<file path="config.mk">
export PLATFORM = sky130hd
export DESIGN_NAME = string_escape_decoder
export DESIGN_NICKNAME = d
export VERILOG_FILES = /design/src/sv/sed_pkg.sv /design/src/sv/sed_decode.sv /design/src/sv/string_escape_decoder.sv
export SDC_FILE = /design/constraint.sdc
export NUM_CORES = 1
export LEC_CHECK = 0
export ABC_AREA = 1
export BUFFER_PORTS_ARGS = -buffer_cell sky130_fd_sc_hd__buf_2
export CAP_MARGIN = 20
export CORE_ASPECT_RATIO = 1.1
export CORE_MARGIN = 2
export CORE_UTILIZATION = 64
export CTS_BUF_LIST = sky130_fd_sc_hd__clkbuf_8
export CTS_CLUSTER_DIAMETER = 100
export DETAILED_ROUTE_END_ITERATION = 10
export PLACE_DENSITY = 0.8
export SETUP_SLACK_MARGIN = 0.1
export SYNTH_ARGS = -nofsm -noshare
export SYNTH_HDL_FRONTEND = slang
export SYNTH_SLANG_ARGS = --single-unit
</file>
<file path="constraint.sdc">
create_clock -name clock -period 3.5 [get_ports clock]
set_input_delay 0.525 -clock clock [delete_from_list [all_inputs] [get_ports clock]]
set_output_delay 0.525 -clock clock [all_outputs]
set_load 0.03 [all_outputs]
</file>
<file path="src/sv/sed_pkg.sv">
// ----------------------------------------------------------------------------
// String escape decoder package
// Shared payload types, decode state and the result bundle that moves from
// the decode logic to the output queue.
// ----------------------------------------------------------------------------
package sed_pkg;

   // Decode modes of the escape state machine.
   typedef enum logic [2:0] {
      MODE_NORMAL = 3'd0,
      MODE_ESC    = 3'd1,
      MODE_OCT1   = 3'd2,
      MODE_OCT2   = 3'd3,
      MODE_HEX1   = 3'd4,
      MODE_HEX2   = 3'd5
   } sed_mode_type;

   // One raw byte of the literal body.
   typedef struct packed {
      logic [7:0] in_char;
      logic       in_last;
   } sed_req_type;

   // One decoded byte of the string value.
   typedef struct packed {
      logic [7:0] out_byte;
      logic       run_last;
      logic       string_end;
   } sed_rsp_type;

   // Decoder state carried from one input byte to the next.
   typedef struct packed {
      sed_mode_type mode;
      logic [7:0]   held_char;
      logic [8:0]   octal_accum;
   } sed_state_type;

   // Up to three decoded bytes produced by one input byte.
   typedef struct packed {
      logic [1:0]      count;
      logic [2:0][7:0] bytes;
   } sed_res_type;

endpackage

</file>
<file path="src/sv/sed_decode.sv">
// ----------------------------------------------------------------------------
// String escape decode step
// Combinational next-state and result logic for one raw input byte: plain
// text, simple escapes, octal escapes and two-character hex escapes.
// ----------------------------------------------------------------------------
module sed_decode (
   input  sed_pkg::sed_state_type state_cur,
   input  sed_pkg::sed_req_type   req,
   output sed_pkg::sed_state_type state_nxt,
   output sed_pkg::sed_res_type   res
);
   import sed_pkg::*;

   localparam logic [7:0] CH_0     = 8'h30;
   localparam logic [7:0] CH_7     = 8'h37;
   localparam logic [7:0] CH_9     = 8'h39;
   localparam logic [7:0] CH_UA    = 8'h41;
   localparam logic [7:0] CH_UF    = 8'h46;
   localparam logic [7:0] CH_LA    = 8'h61;
   localparam logic [7:0] CH_LF    = 8'h66;
   localparam logic [7:0] CH_X     = 8'h78;
   localparam logic [7:0] CH_BSL   = 8'h5c;
   localparam logic [7:0] CH_PLUS  = 8'h2b;
   localparam logic [7:0] CH_MINUS = 8'h2d;
   localparam logic [7:0] CH_SPACE = 8'h20;
   localparam logic [7:0] CH_TAB   = 8'h09;
   localparam logic [7:0] CH_CR    = 8'h0d;

   // Appends one byte to the result bundle.
   function automatic sed_res_type res_put(input sed_res_type r, input logic [7:0] v);
      sed_res_type o;
      o = r;
      if (r.count != 2'd3) begin
         o.bytes[r.count] = v;
         o.count          = r.count + 2'd1;
      end
      return o;
   endfunction

   // Hex digit value, with a valid flag in the top bit.
   function automatic logic [4:0] hex_digit(input logic [7:0] ch);
      logic [4:0] r;
      r = 5'd0;
      if (ch >= CH_0 && ch <= CH_9) begin
         r = {1'b1, 4'(ch - CH_0)};
      end else if (ch >= CH_LA && ch <= CH_LF) begin
         r = {1'b1, 4'(ch - CH_LA + 8'd10)};
      end else if (ch >= CH_UA && ch <= CH_UF) begin
         r = {1'b1, 4'(ch - CH_UA + 8'd10)};
      end
      return r;
   endfunction

   // Control byte for a simple escape; other bytes pass unchanged.
   function automatic logic [7:0] simple_escape(input logic [7:0] ch);
      logic [7:0] r;
      case (ch)
         8'h6e:   r = 8'd10;  // n
         8'h74:   r = 8'd9;   // t
         8'h72:   r = 8'd13;  // r
         8'h61:   r = 8'd7;   // a
         8'h62:   r = 8'd8;   // b
         8'h66:   r = 8'd12;  // f
         8'h76:   r = 8'd11;  // v
         default: r = ch;
      endcase
      return r;
   endfunction

   logic [7:0] c;
   logic       last;
   logic       is_oct;
   logic [4:0] hd_a;
   logic [4:0] hd_b;
   logic       a_space;
   logic       hex_ok;
   logic [7:0] hex_val;
   logic       do_feed;

   assign c      = req.in_char;
   assign last   = req.in_last;
   assign is_oct = (c >= CH_0) && (c <= CH_7);

   // Base-16 parse of the held byte followed by the current byte.
   always_comb begin
      hd_a    = hex_digit(state_cur.held_char);
      hd_b    = hex_digit(c);
      a_space = (state_cur.held_char == CH_SPACE) ||
                (state_cur.held_char >= CH_TAB && state_cur.held_char <= CH_CR);
      hex_ok  = 1'b0;
      hex_val = 8'd0;
      if (a_space || state_cur.held_char == CH_PLUS) begin
         hex_ok  = hd_b[4];
         hex_val = {4'd0, hd_b[3:0]};
      end else if (state_cur.held_char == CH_MINUS) begin
         hex_ok  = hd_b[4];
         hex_val = 8'(8'd0 - {4'd0, hd_b[3:0]});
      end else if (hd_a[4]) begin
         hex_ok  = 1'b1;
         hex_val = hd_b[4] ? {hd_a[3:0], hd_b[3:0]} : {4'd0, hd_a[3:0]};
      end
   end

   // Main step: finish a pending hex escape, then decode the current byte.
   always_comb begin
      sed_state_type st;
      sed_res_type   r;
      st      = state_cur;
      r       = '0;
      do_feed = 1'b1;

      // A failed hex escape emits 'x' and replays the held byte as text.
      if (state_cur.mode == MODE_HEX2) begin
         st.mode = MODE_NORMAL;
         if (hex_ok) begin
            r       = res_put(r, hex_val);
            do_feed = 1'b0;
         end else begin
            r = res_put(r, CH_X);
            if (state_cur.held_char == CH_BSL) begin
               st.mode = MODE_ESC;
            end else begin
               r = res_put(r, state_cur.held_char);
            end
         end
      end

      if (do_feed) begin
         unique case (st.mode)
            MODE_ESC: begin
               st.mode = MODE_NORMAL;
               if (c == CH_X) begin
                  if (last) begin
                     r = res_put(r, CH_X);
                  end else begin
                     st.mode = MODE_HEX1;
                  end
               end else if (is_oct) begin
                  st.octal_accum = {6'd0, c[2:0]};
                  if (last) begin
                     r = res_put(r, st.octal_accum[7:0]);
                  end else begin
                     st.mode = MODE_OCT1;
                  end
               end else begin
                  r = res_put(r, simple_escape(c));
               end
            end
            MODE_OCT1, MODE_OCT2: begin
               if (is_oct) begin
                  st.octal_accum = {st.octal_accum[5:0], c[2:0]};
                  if (st.mode == MODE_OCT2 || last) begin
                     r       = res_put(r, st.octal_accum[7:0]);
                     st.mode = MODE_NORMAL;
                  end else begin
                     st.mode = MODE_OCT2;
                  end
               end else begin
                  // A non-octal byte closes the escape and is decoded as text.
                  r = res_put(r, st.octal_accum[7:0]);
                  if (c == CH_BSL && !last) begin
                     st.mode = MODE_ESC;
                  end else begin
                     st.mode = MODE_NORMAL;
                     r       = res_put(r, c);
                  end
               end
            end
            MODE_HEX1: begin
               if (last) begin
                  // Literal ends right after backslash x and one byte.
                  r       = res_put(r, CH_X);
                  st.mode = MODE_NORMAL;
                  r       = res_put(r, c);
               end else begin
                  st.held_char = c;
                  st.mode      = MODE_HEX2;
               end
            end
            default: begin
               if (c == CH_BSL && !last) begin
                  st.mode = MODE_ESC;
               end else begin
                  st.mode = MODE_NORMAL;
                  r       = res_put(r, c);
               end
            end
         endcase
      end

      // The final byte of a literal returns all state to its reset value.
      if (last) begin
         st.mode        = MODE_NORMAL;
         st.held_char   = 8'd0;
         st.octal_accum = 9'd0;
      end

      state_nxt = st;
      res       = r;
   end

endmodule

</file>
<file path="src/sv/string_escape_decoder.sv">
// ----------------------------------------------------------------------------
// String escape decoder
// Decodes the body of a C string literal, one raw byte per transfer, into
// the bytes of the string value.
// ----------------------------------------------------------------------------
// Each input byte is decoded in the cycle it is accepted and its results
// (zero to three bytes) land in a three-entry output queue, so results are on
// offer from the cycle after the input transfer. The block accepts one byte
// per cycle while each byte yields at most one result and rsp_ready stays
// high; a byte that yields two or three results (a failed or cut-short hex
// escape, or an octal escape closed by a plain byte) holds the queue for that
// many output transfers; the input waits until the last of them is being taken.
module string_escape_decoder (
   input  logic                 clock,
   input  logic                 reset,
   input  logic                 req_valid,
   output logic                 req_ready,
   input  sed_pkg::sed_req_type req_data,
   output logic                 rsp_valid,
   input  logic                 rsp_ready,
   output sed_pkg::sed_rsp_type rsp_data
);
   import sed_pkg::*;

   sed_state_type   state_ff;
   sed_state_type   state_in;
   sed_res_type     dec_res;
   logic [2:0][7:0] queue_ff;
   logic [2:0][7:0] queue_in;
   logic [1:0]      rem_ff;
   logic [1:0]      rem_in;
   logic            end_ff;
   logic            end_in;
   logic            req_xfer;
   logic            rsp_xfer;

   // Escape decode for the byte on the input channel.
   sed_decode u_decode (
      .state_cur (state_ff),
      .req       (req_data),
      .state_nxt (state_in),
      .res       (dec_res)
   );

   // Input is taken once the queue is empty or its last entry leaves now.
   assign rsp_valid = (rem_ff != 2'd0);
   assign req_ready = (rem_ff == 2'd0) || (rem_ff == 2'd1 && rsp_ready);
   assign req_xfer  = req_valid && req_ready;
   assign rsp_xfer  = rsp_valid && rsp_ready;

   // Output queue: load on an input transfer, shift on an output transfer.
   always_comb begin
      queue_in = queue_ff;
      rem_in   = rem_ff;
      end_in   = end_ff;
      if (req_xfer) begin
         queue_in = dec_res.bytes;
         rem_in   = dec_res.count;
         end_in   = req_data.in_last;
      end else if (rsp_xfer) begin
         queue_in = {8'd0, queue_ff[2], queue_ff[1]};
         rem_in   = rem_ff - 2'd1;
      end
   end

   always_ff @(posedge clock) begin
      if (reset) begin
         state_ff <= '{mode: MODE_NORMAL, held_char: 8'd0, octal_accum: 9'd0};
         rem_ff   <= 2'd0;
         end_ff   <= 1'b0;
      end else begin
         if (req_xfer) begin
            state_ff <= state_in;
         end
         rem_ff <= rem_in;
         end_ff <= end_in;
      end
   end

   always_ff @(posedge clock) begin
      queue_ff <= queue_in;
   end

   // The head of the queue is the result on offer.
   assign rsp_data.out_byte   = queue_ff[0];
   assign rsp_data.run_last   = (rem_ff == 2'd1);
   assign rsp_data.string_end = (rem_ff == 2'd1) && end_ff;

endmodule

</file>
### Word-level counts from Yosys, hierarchy flattened

Index checks and enable logic that the tools add are counted.

* add/sub/neg operators: 16
* order comparisons: 23
* equal/unequal tests: 26
* mux-type cells: 89
* bitwise operators: 3
* reduce and logical (&&, ||, !) cells: 31

Operator list (count)
* $mux W26: 28
* $bwmux W24: 8
* $mux W8: 15
* $eq A8 B7 Y1 const B: 10
* $pmux W26 S3: 1
* $demux W8 S2: 4
* $pmux W8 S7: 1
* $mux W24: 2
* $mux W20: 2
* $ge A8 B7 Y1 const B: 4
* $le A8 B7 Y1 const B: 4
* $mux W5: 6
* $mux W9: 3
* $eq A8 B6 Y1 const B: 3
* $le A8 B6 Y1 const B: 3
* $sub A4 B1 Y4 const B: 6
* $pmux W9 S2: 1
* $logic_and A1 B1 Y1: 17
* $add A4 B4 Y4 const B: 4
* $ge A8 B6 Y1 const B: 2
* $and A12 B12 Y12: 1
* $lt A2 B3 Y1 const B: 4
* $mux W2: 6
* $mux W3: 4
* 25 further kinds: 49

* register bits after elaboration: 46
* input port bits: 13
* output and inout bits: 12
* logic and storage cells: 196

### Logic depth before layout (Yosys ltp)

* depth in word-level cells: 39
* gate-level depth with buffers: 24
* depth with buffers taken out: 23

### Hierarchy

Synthesis repeated with hierarchy kept, for this count alone.

* cells, all modules: 853
* area, all modules: 4972.3 um^2

Modules (own cells, without submodules)
* sed_decode: times used 1, cells an instance 633, area each 3004.1 um^2, seq. area each 0.0 um^2
* string_escape_decoder: times used 1, cells an instance 220, area each 1968.1 um^2, seq. area each 1181.1 um^2

### Worst setup path before layout

No wires, ideal clock.

* path type: in2reg
* start point: input port req_data[1] (netlist name)
* end point: register queue_ff, in the netlist rsp_data[3], data pin
* library setup time: 254 ps
* data arrival time: 2570 ps
* required time: 3246 ps
* setup slack: 676 ps
* cell stages on the path: 21
* path buffers: 1
* cell sequence: buf_2 > inv_1 > ha_1 > nor2_1 > nor2_1 > nand2_1 > nand2_2 > o21ai_0 > inv_1 > nand2_1 > ha_1 > a21oi_1 > nand2_1 > nand2_1 > nand2_1 > o21ai_1 > nand2_1 > nand2_1 > nand2_1 > nand2_1 > nand2_1

RTL lines
* start, declared: line string_escape_decoder.sv:18 `input sed_pkg::sed_req_type req_data,`
* end signal, assigned: line string_escape_decoder.sv:81 `queue_ff <= queue_in;`
* end, declared: line string_escape_decoder.sv:28 `logic [2:0][7:0] queue_ff;`

==> metrics.md <==
| Metric | Value |
|---|---|
| Status | `complete, no violations` |
| Mean post-synth cell area | `6.12 sq um` |
| Final Hold Fails | `0` |
| Core area | `7130 sq um` |
| Most common cell type on the critical path | `nand2_1` |
| Final setup viols | `0` |
| Top Usage Layer GRT | `met2` |
| Slowest CP cell | `o21ai_0` |
| CTS Buf Count | `5` |
| Port Buffers | `24` |
| CP required | `3.57 ns` |
| FFs w/ async S/R, synth | `0%` |
| Delay of the slowest critical-path stage | `0.33 ns` |
| HP Class | `reg -> reg` |
| Overflow after GRT | `0` |
| VDD IR max | `0.000352 V` |
| Chip height | `94.4 um` |
| Clk buf depth | `2` |
| Largest net degree at the start of global routing | `30` |
| GPL Wtd Cong | `1.08` |
| Worst slack, placed | `0.203 ns` |
| Crit-path max FO | `12` |
| Crit start category | `primary input` |
| Leakage | `2.41 nW` |
| Crit-path cells | `buf_2, inv_1, ha_1, nor2_1, nor2_1, nand2_1, nand2_2, o21ai_0, inv_1, nand2_1, ha_1, nand4_2, nand2_1, nand2_1, nand2_1, nand2_1, nand2_1, nand2_1, o21ai_1, nand2_1` |
| Worst setup EP type | `flip-flop` |
| Total track usage | `41.3%` |
| Remaining DRCs | `0` |
| Final Max Tran Viols | `0` |
| Worst-path clk slew | `0.09 ns` |
| Post-route setup slack | `0.429 ns` |
| Final TNS setup | `0 ns` |
| Die W | `86.2 um` |
| DP Wirelength | `12,500 um` |
| Sequential group share of total power | `42.6%` |
| Most common flop cell mapped by yosys | `edfxtp_1` |
| Top delay family on crit path | `simple AND/OR/NAND/NOR gates` |
| Routed wire length per instance | `19.1 um` |
| Post-synthesis mux area share | `0%` |
| Number of diodes | `0` |
| Vias per cell | `6.49` |
| Cts hold-fix bufs | `0` |
| I/O pin total | `25` |
| Via Count | `5,645` |
| Fraction of layout cells with a size suffix above 1 | `13.0%` |
| Pwr dens | `401 nW/um^2` |
| Post-synthesis simple-gate area fraction | `46.3%` |
| Post-route minimum period | `3.07 ns` |
| Register area share after synthesis | `24.4%` |
| Initial antenna violation count | `0` |
| Worst clock skew | `0.00921 ns` |
| Sw frac | `42.3%` |
| Most common cell after layout, fill and taps aside | `nand2_1` |
| Register area | `1160 sq um` |
| Count of warnings emitted by yosys | `0` |
| Combinational family with the most area after synthesis | `simple AND/OR/NAND/NOR gates` |
| Post-CTS Resized | `0` |
| Flops & latches, synth | `46` |
| Die ar. | `8140 sq um` |
| Clock latency on the worst-skew pair | `0.31 ns` |
| Row count | `32` |
| Synth Cell Area | `4750 sq um` |
| Class of the most critical setup path | `in -> reg` |
| Rel. slew slack | `44.6%` |
| DRT Pass-1 Iters | `7` |
| Final ANT Viol Nets | `0` |
| H-Tree Depth | `2` |
| Net Count, Synth | `802` |
| Final net count | `809` |
| Post-synthesis compound-gate area fraction | `14.0%` |
| Area share of xor/xnor cells in the synthesized design | `0.368%` |
| Initial DRC count | `958` |
| Most frequent cells in the layout | `nand2_1 (245), nand3_1 (85), inv_1 (72), nor2_1 (68), a21oi_1 (40)` |
| Met2 Use GR | `63.3%` |
| Sw power | `0.000840 W` |
| CTS Root Cell | `clkbuf_8` |
| Final Cycle Share | `87.7%` |
| CTS tree | `done` |
| Clock Power Share | `16.3%` |
| Synth Instances | `777` |
| Area growth from synthesis to layout | `4.13%` |
| Postcts setup bufs | `0` |
| Final wirelength | `16,700 um` |
| Met1 usage in global routing | `52.4%` |
| Post-synth EDFFs | `24` |
| Max Clk Rate | `0.326 GHz` |
| First-pass GRT wire length | `26,100 um` |
| CP Buf/Inv Count | `3` |
| Adder-cell share of the synthesized area | `3.16%` |
| Worst-Margin Slew | `0.830 ns` |
| Vias in the first global route | `5,177` |
| Cell Int Power | `0.00114 W` |
| Data arrival, critical path | `3.14 ns` |
| Combinational group share of total power | `41.1%` |
| Initial core utilization | `66.7%` |
| Post-synth cell types | `45` |
| Grt met3 use | `10.6%` |
| Fillers | `651` |
| Max-cap violation count | `0` |
| Area of the multi-input gates | `3040 sq um` |
| Clk sinks | `46` |
| RSZ-0062 raised after global routing | `false` |
-- area by class of cell --
class                           count  area share, %
Sequential cell                    46           23.5
Inverter                           90           6.90
Clock buffer                        5           1.39
Tap cell                           85           2.15
Multi-Input combinational cell    606           61.3
Clock inverter                      3          0.278
Timing Repair Buffer               35           4.50
-- state kept, by name, indices dropped and copies added (netlist names) --
signal	count
rem_ff	2
queue_ff	16
rsp_data	8
end_ff	1
state_ff	19
-- cells by family after synthesis --
group,count (synthesis)
buffers and inverters,125
adders and majority gates,12
DFF,46
AOI/OAI and AO/OA,117
and+or+nand+nor,475
xor gates and xnor gates,2
-- metal layers --
metal / vias to the layer above / wire length (um)
met5: - / 0
met4: 0 / 1140
met3: 117 / 2280
met2: 496 / 7040
met1: 2462 / 6200
li1: 2570 / -
-- cells in the mapped netlist (6+ instances only) --
cell type,instances,area share (%)
buf_4,11,1.7
dfxtp_1,22,9.3
nand4_1,18,2.4
clkbuf_1,8,0.63
buf_2,10,1.1
inv_1,71,5.6
edfxtp_1,24,15
nand2_1,245,19
a31oi_1,7,0.92
nand2_2,7,0.92
nor2_1,68,5.4
nand2_4,7,1.7
nor2_2,8,1.1
nand3_1,85,8.9
o21ai_0,38,4.0
nor3_1,16,1.7
o21ai_1,6,0.63
a21oi_1,40,4.2
inv_2,15,1.2
ha_1,12,3.2
-- stage by stage --
step / instances / hold WS, ns / util [%] / total power, W / instance area, sq um
finish: 870 / 0.474 / 69.5 / 0.00198 / 4950
global route: 870 / 0.492 / 69.5 / 0.00207 / 4950
CTS: 869 / 0.475 / 69.1 / 0.00193 / 4920
detailed placement: 861 / 0.462 / 67.9 / 0.00162 / 4840
global placement: 861 / 0.458 / 67.9 / 0.00160 / 4840
floorplan: 777 / 0.439 / - / 0.00144 / 4750
-- worst paths after layout --
check | from | endpoint | slack [ns] | cells after the start
max | req_data[1] | rsp_data[6] | 0.43 | 20
min | state_ff[7] | state_ff[7] | 0.47 | 2
max reg2reg | rem_ff[0] | queue_ff[15] | 0.43 | 10
min reg2reg | state_ff[7] | state_ff[7] | 0.47 | 2
-- worst reg2reg max path: stages (launching register included) --
cell	delay, ns
dfxtp_1	0.39
inv_1	0.06
ha_1	0.20
inv_1	0.08
nand2_1	0.07
nand2_1	0.60
clkinv_1	0.66
nand2_4	0.36
inv_1	0.19
o211ai_1	0.14
nand2_1	0.07
-- power by group through the flow --
stage	combinational, W	sequential [W]	clock, W
2_1_floorplan	0.000607	0.000833	0
3_3_place_gp	0.000744	0.000852	0
3_5_place_dp	0.000757	0.000862	0
4_1_cts	0.000759	0.000850	0.000321
5_1_grt	0.000882	0.000859	0.000333
6_report	0.000815	0.000845	0.000324
Power figures use the tool's default switching activity.
